### src/mscc_pkg.sv
// Shared types, constants and the case template of the marching-squares contour cell.
`timescale 1ns / 1ps

package mscc_pkg;

   localparam int DEF_GRID_SIZE     = 1024;
   localparam int DEF_SAMPLE_WIDTH  = 16;
   localparam int DEF_FRACTION_BITS = 8;
   localparam int IDX_W             = 10;
   localparam int COORD_W           = 18;
   localparam int QUEUE_DEPTH       = 4;

   // Cell sides, numbered by their first corner.
   typedef enum logic [1:0] {
      SIDE_BOTTOM = 2'd0,
      SIDE_RIGHT  = 2'd1,
      SIDE_TOP    = 2'd2,
      SIDE_LEFT   = 2'd3
   } side_type;

   typedef struct packed {
      logic     has_pair;
      logic     two_pairs;
      side_type s0;
      side_type s1;
      side_type s2;
      side_type s3;
   } tmpl_type;

   function automatic tmpl_type template_lookup(input logic [3:0] code);
      tmpl_type t;
      t = '{has_pair: 1'b1, two_pairs: 1'b0, s0: SIDE_BOTTOM, s1: SIDE_BOTTOM,
            s2: SIDE_BOTTOM, s3: SIDE_BOTTOM};
      unique case (code)
         4'd1:  begin t.s0 = SIDE_LEFT;   t.s1 = SIDE_BOTTOM; end
         4'd2:  begin t.s0 = SIDE_BOTTOM; t.s1 = SIDE_RIGHT;  end
         4'd3:  begin t.s0 = SIDE_LEFT;   t.s1 = SIDE_RIGHT;  end
         4'd4:  begin t.s0 = SIDE_RIGHT;  t.s1 = SIDE_TOP;    end
         4'd5:  begin
            t.s0 = SIDE_LEFT;  t.s1 = SIDE_BOTTOM;
            t.s2 = SIDE_RIGHT; t.s3 = SIDE_TOP;
            t.two_pairs = 1'b1;
         end
         4'd6:  begin t.s0 = SIDE_BOTTOM; t.s1 = SIDE_TOP;    end
         4'd7:  begin t.s0 = SIDE_LEFT;   t.s1 = SIDE_TOP;    end
         4'd8:  begin t.s0 = SIDE_TOP;    t.s1 = SIDE_LEFT;   end
         4'd9:  begin t.s0 = SIDE_TOP;    t.s1 = SIDE_BOTTOM; end
         4'd10: begin
            t.s0 = SIDE_BOTTOM; t.s1 = SIDE_RIGHT;
            t.s2 = SIDE_TOP;    t.s3 = SIDE_LEFT;
            t.two_pairs = 1'b1;
         end
         4'd11: begin t.s0 = SIDE_TOP;    t.s1 = SIDE_RIGHT;  end
         4'd12: begin t.s0 = SIDE_RIGHT;  t.s1 = SIDE_LEFT;   end
         4'd13: begin t.s0 = SIDE_RIGHT;  t.s1 = SIDE_BOTTOM; end
         4'd14: begin t.s0 = SIDE_BOTTOM; t.s1 = SIDE_LEFT;   end
         default: t.has_pair = 1'b0;
      endcase
      return t;
   endfunction

endpackage

### src/marching_squares_contour_cell.sv
// Top level of the marching-squares contour cell: front end, queue and back end.
`timescale 1ns / 1ps

// A cell is taken at a rising edge where start is high and busy is low. Cells
// that lie outside the grid or whose four corners are all on one side are taken
// and produce nothing. Every other cell yields one segment, or two for the
// saddle cases, and each segment appears on the rsp_ ports for exactly one
// cycle with rsp_valid high; the receiver has no way to hold results off, so
// it must take every one. The two segments of a saddle cell come in consecutive
// cycles and rsp_last_segment marks the final segment of each cell. The single
// result port sets the rate: the back end issues one segment per cycle. A taken
// cell passes through the queue and then the two pipelined dividers, each
// producing one quotient bit per stage, before its segments reach the
// registered rsp_ ports. Between front and back sits a four-entry queue of
// classified cells; busy is high while it is full, which happens only when
// the cells taken bring more than one segment per cycle on average, as with
// runs of saddle cells.
module marching_squares_contour_cell #(
   parameter int GRID_SIZE     = mscc_pkg::DEF_GRID_SIZE,
   parameter int SAMPLE_WIDTH  = mscc_pkg::DEF_SAMPLE_WIDTH,
   parameter int FRACTION_BITS = mscc_pkg::DEF_FRACTION_BITS
) (
   input  logic                            clock,
   input  logic                            reset,
   input  logic                            start,
   output logic                            busy,
   input  logic [mscc_pkg::IDX_W-1:0]      req_cell_x,
   input  logic [mscc_pkg::IDX_W-1:0]      req_cell_y,
   input  logic [SAMPLE_WIDTH-1:0]         req_phi_00,
   input  logic [SAMPLE_WIDTH-1:0]         req_phi_10,
   input  logic [SAMPLE_WIDTH-1:0]         req_phi_11,
   input  logic [SAMPLE_WIDTH-1:0]         req_phi_01,
   output logic                            rsp_valid,
   output logic [mscc_pkg::COORD_W-1:0]    rsp_start_x,
   output logic [mscc_pkg::COORD_W-1:0]    rsp_start_y,
   output logic [mscc_pkg::COORD_W-1:0]    rsp_end_x,
   output logic [mscc_pkg::COORD_W-1:0]    rsp_end_y,
   output logic                            rsp_last_segment
);
   import mscc_pkg::*;

   localparam int TW      = $bits(tmpl_type);
   localparam int ENTRY_W = 2 * IDX_W + 4 * SAMPLE_WIDTH + TW;

   // Corners in case-bit order: (x,y), (x+1,y), (x+1,y+1), (x,y+1).
   logic [3:0][SAMPLE_WIDTH-1:0] req_phi;
   tmpl_type                     front_tmpl;
   logic                         push, pop, queue_empty, queue_full;
   logic [ENTRY_W-1:0]           push_data, head;

   logic [IDX_W-1:0]             head_x, head_y;
   logic [3:0][SAMPLE_WIDTH-1:0] head_phi;
   tmpl_type                     head_tmpl;

   assign req_phi   = {req_phi_01, req_phi_11, req_phi_10, req_phi_00};
   assign push_data = {req_cell_x, req_cell_y, req_phi, front_tmpl};
   assign {head_x, head_y, head_phi, head_tmpl} = head;

   mscc_front #(.GRID_SIZE(GRID_SIZE), .SAMPLE_WIDTH(SAMPLE_WIDTH)) u_front (
      .start      (start),
      .busy       (busy),
      .req_cell_x (req_cell_x),
      .req_cell_y (req_cell_y),
      .req_phi    (req_phi),
      .queue_full (queue_full),
      .push       (push),
      .tmpl       (front_tmpl)
   );

   mscc_fifo #(.WIDTH(ENTRY_W), .DEPTH(QUEUE_DEPTH)) u_queue (
      .clock     (clock),
      .reset     (reset),
      .push      (push),
      .push_data (push_data),
      .pop       (pop),
      .head      (head),
      .empty     (queue_empty),
      .full      (queue_full)
   );

   mscc_back #(.SAMPLE_WIDTH(SAMPLE_WIDTH), .FRACTION_BITS(FRACTION_BITS)) u_back (
      .clock            (clock),
      .reset            (reset),
      .queue_empty      (queue_empty),
      .cell_x           (head_x),
      .cell_y           (head_y),
      .phi              (head_phi),
      .tmpl             (head_tmpl),
      .pop              (pop),
      .rsp_valid        (rsp_valid),
      .rsp_start_x      (rsp_start_x),
      .rsp_start_y      (rsp_start_y),
      .rsp_end_x        (rsp_end_x),
      .rsp_end_y        (rsp_end_y),
      .rsp_last_segment (rsp_last_segment)
   );

   a_busy_means_full: assert property (@(posedge clock) disable iff (reset)
      busy |-> !push)
      else $error("cell written into the queue while busy");

endmodule

### src/mscc_front.sv
// Front end: accepts cells, forms the case index and looks up the template.
`timescale 1ns / 1ps

module mscc_front #(
   parameter int GRID_SIZE    = 1024,
   parameter int SAMPLE_WIDTH = 16
) (
   input  logic                                    start,
   output logic                                    busy,
   input  logic [mscc_pkg::IDX_W-1:0]              req_cell_x,
   input  logic [mscc_pkg::IDX_W-1:0]              req_cell_y,
   input  logic [3:0][SAMPLE_WIDTH-1:0]            req_phi,
   input  logic                                    queue_full,
   output logic                                    push,
   output mscc_pkg::tmpl_type                      tmpl
);
   import mscc_pkg::*;

   logic [3:0] code;
   logic       in_grid;

   always_comb begin
      for (int k = 0; k < 4; k++) begin
         // A corner is inside when its sample is negative or zero.
         code[k] = req_phi[k][SAMPLE_WIDTH-1] | (req_phi[k] == '0);
      end
   end

   assign in_grid = (32'(req_cell_x) < 32'(GRID_SIZE - 1)) &&
                    (32'(req_cell_y) < 32'(GRID_SIZE - 1));
   assign tmpl    = template_lookup(code);
   assign busy    = queue_full;
   // Cells outside the grid and uniform cells are taken and dropped here.
   assign push    = start && !busy && in_grid && tmpl.has_pair;

endmodule

### src/mscc_fifo.sv
// Short queue of classified cells between the front and back ends.
`timescale 1ns / 1ps

module mscc_fifo #(
   parameter int WIDTH = 32,
   parameter int DEPTH = 4
) (
   input  logic             clock,
   input  logic             reset,
   input  logic             push,
   input  logic [WIDTH-1:0] push_data,
   input  logic             pop,
   output logic [WIDTH-1:0] head,
   output logic             empty,
   output logic             full
);
   localparam int PW = (DEPTH > 1) ? $clog2(DEPTH) : 1;
   localparam int CW = $clog2(DEPTH + 1);

   logic [WIDTH-1:0] mem_ff [DEPTH];
   logic [PW-1:0]    wr_ptr_ff, wr_ptr_in;
   logic [PW-1:0]    rd_ptr_ff, rd_ptr_in;
   logic [CW-1:0]    count_ff, count_in;

   assign empty = (count_ff == '0);
   assign full  = (count_ff == CW'(DEPTH));
   assign head  = mem_ff[rd_ptr_ff];

   always_comb begin
      wr_ptr_in = wr_ptr_ff;
      rd_ptr_in = rd_ptr_ff;
      count_in  = count_ff;
      if (push) begin
         wr_ptr_in = (wr_ptr_ff == PW'(DEPTH - 1)) ? '0 : wr_ptr_ff + 1'b1;
      end
      if (pop) begin
         rd_ptr_in = (rd_ptr_ff == PW'(DEPTH - 1)) ? '0 : rd_ptr_ff + 1'b1;
      end
      if (push && !pop) begin
         count_in = count_ff + 1'b1;
      end else if (pop && !push) begin
         count_in = count_ff - 1'b1;
      end
   end

   always_ff @(posedge clock) begin
      if (reset) begin
         wr_ptr_ff <= '0;
         rd_ptr_ff <= '0;
         count_ff  <= '0;
      end else begin
         wr_ptr_ff <= wr_ptr_in;
         rd_ptr_ff <= rd_ptr_in;
         count_ff  <= count_in;
      end
   end

   always_ff @(posedge clock) begin
      if (push) begin
         mem_ff[wr_ptr_ff] <= push_data;
      end
   end

   a_no_overflow: assert property (@(posedge clock) disable iff (reset)
      !(push && full && !pop))
      else $error("queue written while full");

   a_no_underflow: assert property (@(posedge clock) disable iff (reset)
      !(pop && empty))
      else $error("queue read while empty");

endmodule

### src/mscc_div.sv
// Pipelined restoring divider for the rounded, clamped crossing fraction.
`timescale 1ns / 1ps

module mscc_div #(
   parameter int SAMPLE_WIDTH  = 16,
   parameter int FRACTION_BITS = 8
) (
   input  logic                     clock,
   input  logic [SAMPLE_WIDTH-1:0]  a,
   input  logic [SAMPLE_WIDTH-1:0]  b,
   output logic [FRACTION_BITS:0]   frac
);
   localparam int SW = SAMPLE_WIDTH;
   localparam int F  = FRACTION_BITS;
   localparam int DW = SW + 1;
   localparam int RW = SW + F + 1;
   localparam logic [F:0] ONE = {1'b1, {F{1'b0}}};

   logic [DW-1:0] a_ext, b_ext, den, num, ud;
   logic          neg, zero_in;
   logic [RW-1:0] rem_in;

   logic [RW-1:0] r_ff [F+1];
   logic [DW-1:0] d_ff [F+1];
   logic [F:0]    q_ff [F+2];
   logic          z_ff [F+2];

   always_comb begin
      a_ext   = {a[SW-1], a};
      b_ext   = {b[SW-1], b};
      den     = a_ext - b_ext;
      neg     = den[DW-1];
      num     = neg ? (~a_ext + 1'b1) : a_ext;
      ud      = neg ? (~den + 1'b1) : den;
      // No crossing fraction when the difference vanishes or the numerator is not positive.
      zero_in = (den == '0) || num[DW-1] || (num == '0);
      // Numerator scaled by the fraction bits plus half the divisor rounds to nearest.
      rem_in  = {1'b0, num[SW-1:0], {F{1'b0}}} + {{(F + 1){1'b0}}, ud[DW-1:1]};
   end

   always_ff @(posedge clock) begin
      logic [RW:0] diff;
      logic [F:0]  qn;
      r_ff[0] <= rem_in;
      d_ff[0] <= ud;
      q_ff[0] <= '0;
      z_ff[0] <= zero_in;
      for (int k = 0; k <= F; k++) begin
         diff = {1'b0, r_ff[k]} - {1'b0, ({{F{1'b0}}, d_ff[k]} << (F - k))};
         qn = q_ff[k];
         qn[F - k] = !diff[RW];
         q_ff[k + 1] <= qn;
         z_ff[k + 1] <= z_ff[k];
         if (k < F) begin
            r_ff[k + 1] <= diff[RW] ? r_ff[k] : diff[RW-1:0];
            d_ff[k + 1] <= d_ff[k];
         end
      end
   end

   assign frac = z_ff[F+1] ? '0 : ((q_ff[F+1] > ONE) ? ONE : q_ff[F+1]);

endmodule

### src/mscc_back.sv
// Back end: issues one segment a cycle through two dividers and places the crossings.
`timescale 1ns / 1ps

module mscc_back #(
   parameter int SAMPLE_WIDTH  = 16,
   parameter int FRACTION_BITS = 8
) (
   input  logic                                 clock,
   input  logic                                 reset,
   input  logic                                 queue_empty,
   input  logic [mscc_pkg::IDX_W-1:0]           cell_x,
   input  logic [mscc_pkg::IDX_W-1:0]           cell_y,
   input  logic [3:0][SAMPLE_WIDTH-1:0]         phi,
   input  mscc_pkg::tmpl_type                   tmpl,
   output logic                                 pop,
   output logic                                 rsp_valid,
   output logic [mscc_pkg::COORD_W-1:0]         rsp_start_x,
   output logic [mscc_pkg::COORD_W-1:0]         rsp_start_y,
   output logic [mscc_pkg::COORD_W-1:0]         rsp_end_x,
   output logic [mscc_pkg::COORD_W-1:0]         rsp_end_y,
   output logic                                 rsp_last_segment
);
   import mscc_pkg::*;

   localparam int F   = FRACTION_BITS;
   localparam int LAT = F + 2;
   localparam int CW  = (IDX_W + 1 + F > COORD_W) ? IDX_W + 1 + F : COORD_W;

   typedef struct packed {
      logic [IDX_W-1:0] cx;
      logic [IDX_W-1:0] cy;
      side_type         sa;
      side_type         sb;
      logic             last;
   } meta_type;

   logic     seg_sel_ff, seg_sel_in;
   logic     issue;
   side_type side_a, side_b;
   logic [1:0] na, nb;
   meta_type meta_in;
   logic [F:0] frac_a, frac_b;
   logic [2*COORD_W-1:0] pos_a, pos_b;

   logic     vld_ff  [LAT];
   meta_type meta_ff [LAT];

   logic                rsp_valid_ff;
   logic [COORD_W-1:0]  sx_ff, sy_ff, ex_ff, ey_ff;
   logic                last_ff;

   function automatic logic [2*COORD_W-1:0] place(input side_type sd,
                                                  input logic [IDX_W-1:0] cx,
                                                  input logic [IDX_W-1:0] cy,
                                                  input logic [F:0] s);
      logic [CW-1:0] bx, by, sv, one;
      bx  = CW'(cx) << F;
      by  = CW'(cy) << F;
      sv  = CW'(s);
      one = CW'(1) << F;
      unique case (sd)
         SIDE_BOTTOM: bx = bx + sv;
         SIDE_RIGHT:  begin bx = bx + one; by = by + sv; end
         SIDE_TOP:    begin bx = bx + one - sv; by = by + one; end
         SIDE_LEFT:   by = by + one - sv;
      endcase
      return {bx[COORD_W-1:0], by[COORD_W-1:0]};
   endfunction

   always_comb begin
      issue   = !queue_empty;
      side_a  = seg_sel_ff ? tmpl.s2 : tmpl.s0;
      side_b  = seg_sel_ff ? tmpl.s3 : tmpl.s1;
      na      = 2'(side_a) + 2'd1;
      nb      = 2'(side_b) + 2'd1;
      meta_in = '{cx: cell_x, cy: cell_y, sa: side_a, sb: side_b,
                  last: seg_sel_ff || !tmpl.two_pairs};
      pop     = issue && meta_in.last;
      seg_sel_in = seg_sel_ff;
      if (issue) begin
         seg_sel_in = !meta_in.last;
      end
   end

   mscc_div #(.SAMPLE_WIDTH(SAMPLE_WIDTH), .FRACTION_BITS(F)) u_div_a (
      .clock (clock),
      .a     (phi[side_a]),
      .b     (phi[na]),
      .frac  (frac_a)
   );

   mscc_div #(.SAMPLE_WIDTH(SAMPLE_WIDTH), .FRACTION_BITS(F)) u_div_b (
      .clock (clock),
      .a     (phi[side_b]),
      .b     (phi[nb]),
      .frac  (frac_b)
   );

   always_ff @(posedge clock) begin
      if (reset) begin
         seg_sel_ff   <= 1'b0;
         rsp_valid_ff <= 1'b0;
         for (int k = 0; k < LAT; k++) begin
            vld_ff[k] <= 1'b0;
         end
      end else begin
         seg_sel_ff   <= seg_sel_in;
         vld_ff[0]    <= issue;
         for (int k = 1; k < LAT; k++) begin
            vld_ff[k] <= vld_ff[k-1];
         end
         rsp_valid_ff <= vld_ff[LAT-1];
      end
   end

   assign pos_a = place(meta_ff[LAT-1].sa, meta_ff[LAT-1].cx, meta_ff[LAT-1].cy, frac_a);
   assign pos_b = place(meta_ff[LAT-1].sb, meta_ff[LAT-1].cx, meta_ff[LAT-1].cy, frac_b);

   always_ff @(posedge clock) begin
      meta_ff[0] <= meta_in;
      for (int k = 1; k < LAT; k++) begin
         meta_ff[k] <= meta_ff[k-1];
      end
      {sx_ff, sy_ff} <= pos_a;
      {ex_ff, ey_ff} <= pos_b;
      last_ff        <= meta_ff[LAT-1].last;
   end

   assign rsp_valid        = rsp_valid_ff;
   assign rsp_start_x      = sx_ff;
   assign rsp_start_y      = sy_ff;
   assign rsp_end_x        = ex_ff;
   assign rsp_end_y        = ey_ff;
   assign rsp_last_segment = last_ff;

   a_pair_back_to_back: assert property (@(posedge clock) disable iff (reset)
      rsp_valid && !rsp_last_segment |=> rsp_valid)
      else $error("second segment of a saddle cell did not follow the first");

   a_second_has_entry: assert property (@(posedge clock) disable iff (reset)
      seg_sel_ff |-> !queue_empty && tmpl.two_pairs)
      else $error("second segment pending without a two-pair cell at the head");

endmodule

### config.mk
export PLATFORM = sky130hd
export DESIGN_NAME = marching_squares_contour_cell
export DESIGN_NICKNAME = d
export VERILOG_FILES = /design/src/mscc_pkg.sv /design/src/marching_squares_contour_cell.sv /design/src/mscc_front.sv /design/src/mscc_fifo.sv /design/src/mscc_div.sv /design/src/mscc_back.sv
export SDC_FILE = /design/constraint.sdc
export NUM_CORES = 2
export LEC_CHECK = 0
export BUFFER_PORTS_ARGS = -buffer_cell sky130_fd_sc_hd__buf_2
export CELL_PAD_IN_SITES_DETAIL_PLACEMENT = 2
export CELL_PAD_IN_SITES_GLOBAL_PLACEMENT = 2
export CORE_ASPECT_RATIO = 1.4
export CORE_MARGIN = 3
export CORE_UTILIZATION = 35
export DETAILED_ROUTE_END_ITERATION = 6
export PLACE_DENSITY = 0.79
export RECOVER_POWER = 50
export SYNTH_ARGS = -nofsm -noshare
export SYNTH_HDL_FRONTEND = slang
export SYNTH_SLANG_ARGS = --single-unit
### constraint.sdc
create_clock -name clock -period 8.53 [get_ports clock]
set_input_delay 1.706 -clock clock [delete_from_list [all_inputs] [get_ports clock]]
set_output_delay 1.706 -clock clock [all_outputs]
set_load 0.1 [all_outputs]
==> results by group <==
Status
  – Outcome: finished, violations left
  – Failing checks: capacitance limit, slew limit

Routing
  – Drt drc: 0
  – First drt pass iteration count: 5
  – Final wirelength: 175 mm
  – Detailed Route Iter0 Violations: 1701
  – Routed len/inst: between 20 and 25 microns
  – Vias per inst: just over 5
  – Remaining antenna violation count after routing: 0
  – Vias: 44500

Clocking
  – Clock buffer count from CTS: 149
  – Clk root buf: clkbuf_16
  – H-tree depth: 4
  – Clk slew on worst S/H paths: about 0.06 ns
  – Longest Clk Path Bufs: 3
  – CTS tree: yes
  – Post-CTS Hold Buffers: 0
  – Worst skew pair latency: between 0.8 and 0.9 ns
  – CTS sink cnt: 1486

Synthesis
  – Yosys warning count: 0
  – Sequential share of the synthesized area: 0.525
  – Commonest cells in the netlist: dfxtp_1 (1122), inv_1 (546), nand2_1 (488), nor2_1 (459), ha_1 (372)
  – Synth Flop Type: dfxtp_1
  – Post-synthesis compound-gate area fraction: 0.114
  – Most frequent cell after synthesis: dfxtp_1
  – Cell accounting for the most synthesized area: dfxtp_1
  – Post-synthesis register bit count: 1486
  – Post-synth EDFFs: 364
  – Simple-Gate Fraction of Synth Area: 0.115
  – Syn_nets: around 6500
  – Avg Synthesized Cell Area: about 11 sq um
  – Post-synth top area share: 0.353
  – Synth cell types: approximately 110
  – Mapped Cells: ~6000
  – Multiplexer area fraction after synthesis: 0.0724
  – Adder-Cell Fraction of Synth Area: 0.0800
  – Mapped Area: 63600 sq um
  – Top cells by area, synth: dfxtp_1 (35%), edfxtp_1 (17%), ha_1 (7.3%)
  – Post-synthesis xor/xnor area fraction: 0.0485
  – Largest family of logic cells by synthesized area: simple AND/OR/NAND/NOR gates
  – Async SR Flop Fraction: 0

Critical path
  – Setup CP Type: reg -> reg
  – Slowest cell on crit path: a31oi_1
  – Worst Setup Start Kind: register
  – Largest stage delay on the critical path: approximately 0.78 ns
  – Worst path bufs/invs: 3
  – Largest delay share family, worst path: compound AO/OA/AOI/OAI gates
  – Most used cell, CP: a31oi_1
  – Worst path required time: 9.20 ns
  – Setup crit end kind: register
  – Worst-path fanout max: 27
  – WP data arrival: 8.62 ns

Global routing
  – Global-route wire length before repair: 282 mm
  – Antenna violations before repair: 3
  – Gr usage total: 0.187
  – Pin count of the biggest net entering global routing: 72
  – Vias in the first global route: a little over 50000
  – Gr ovfl total: 0

Die
  – Die Y-Extent: approximately 510 microns
  – CORE AREA: 180000 sq um
  – Die ar.: 187000 sq um
  – Ports: around 160
  – FP Rows: 184
  – Initial Util: 0.353
  – DIE WIDTH: approximately 370 microns

Layout
  – Layout cells sized above 1: 0.109
  – Register Area: 33400 sq um
  – Fin nets: roughly 6700
  – Final Util: 0.402
  – Multi-input logic area: 27400 sq um
  – Layout area overhead: 13.9%
  – Filler Cell Count: 18900

Timing
  – Fin. Hold Viols: 0
  – Final setup viols: 0
  – Period Utilization, post-route: 0.933
  – Final Critical Period: 7.96 ns
  – Max Fclk: 0.126 GHz
  – Least-Margin Pin Slew: 1.96 ns
  – Unrepaired setup endpoints after global routing: no
  – Slew Viols, Final: 59
  – Relative slew slack: -0.308
  – Clock Skew: 0.0694 ns
  – TNS Setup: 0 ns

Job
  – Max Cap Viol: 2

Min path
  – Hold wc startpoint: u_back.u_div_b.z_ff[3]$_DFF_P_
  – Hold crit path type: reg -> reg

Placement
  – PortBufs: 161
  – HPWL after DPL: 130 mm
  – Placer Congestion: 0.917
-- through the flow --
step | hold WS (ns) | cells | instance area [sq um] | worst slack, ns
floorplan | 0.310 | 5982 | 63600 | 1.12
global placement | 0.310 | 8455 | 67200 | 0.842
detailed placement | 0.314 | 8455 | 67200 | 0.587
CTS | 0.300 | 8725 | 72500 | 0.495
global route | 0.310 | 8726 | 72400 | 0.0512
finish | 0.306 | 8726 | 72400 | 0.575
-- flip-flops by register name (all words and copies together), names as in the netlist, named ones only --
name and cells:
u_back.meta_ff 250, u_back.rsp_end_y 18, u_back.rsp_valid 1, u_back.rsp_end_x 18, u_queue.count_ff 3, u_back.u_div_b.q_ff 45, u_back.u_div_b.r_ff 225, u_back.u_div_b.z_ff 10
u_back.vld_ff 10, u_back.u_div_a.z_ff 10, u_queue.mem_ff 364, u_back.rsp_last_segment 1, u_back.u_div_a.r_ff 181, u_back.rsp_start_x 18, u_back.u_div_b.d_ff 109, u_back.u_div_a.q_ff 45
u_queue.rd_ptr_ff 2, u_back.seg_sel_ff 1, u_back.rsp_start_y 18, u_queue.wr_ptr_ff 2, u_back.u_div_a.d_ff 153
-- cell families after synthesis --
logic type	count (synthesis)
AO/OA/AOI/OAI	1142
buffers and inverters	724
AND/OR/NAND/NOR	1559
flip-flops	1486
multiplexers	331
adder cells (fa/ha/maj)	394
XOR/XNOR	346
-- per-layer routing --
layer  vias to the layer above  GRT usage  share of wire
met5                         -          0              0
met4                         0     0.0806          0.044
met3                       315     0.0260          0.026
met1                     22400      0.191           0.38
met2                       608      0.375           0.55
li1                      21200          -              -
-- final timing paths --
check,endpoint,slack [ns],cells after the start
hold / removal,u_back.u_div_b.z_ff[4]$_DFF_P_,0.31,0
setup reg to reg,u_back.u_div_b.r_ff[0][17]$_DFF_P_,0.57,26
hold reg to reg,u_back.u_div_b.z_ff[4]$_DFF_P_,0.31,0
setup / recovery,u_back.u_div_b.r_ff[0][17]$_DFF_P_,0.57,26
-- repair_timing --
item,CTS,global route
endpoints found under the setup margin,0,1
buffers inserted,0,0
gates resized for setup,0,1
-- area by class of cell --
| cell class | instances | area share |
|---|---|---|
| well taps | 2418 | 0.0418 |
| clock inverters | 78 | 0.0171 |
| flip-flops and latches | 1486 | 0.461 |
| diodes | 1 | 0.0000346 |
| repair buffers | 227 | 0.0166 |
| clock buffers | 192 | 0.0565 |
| inverters | 552 | 0.0286 |
| multi-input cells | 3772 | 0.378 |
-- layout by cell type (no fill, tap or decap), types with 152 or more instances in the layout --
master        n
nand2_1     488
nor2_1      459
o21ai_0     344
xnor2_1     209
a21oi_1     258
dfxtp_1    1119
edfxtp_1    364
inv_1       546
clkbuf_16   152
ha_1        372
Power is left out: the tool's default activity adds up to more than one toggle a clock period on the data nets, which glitch-free logic cannot reach.
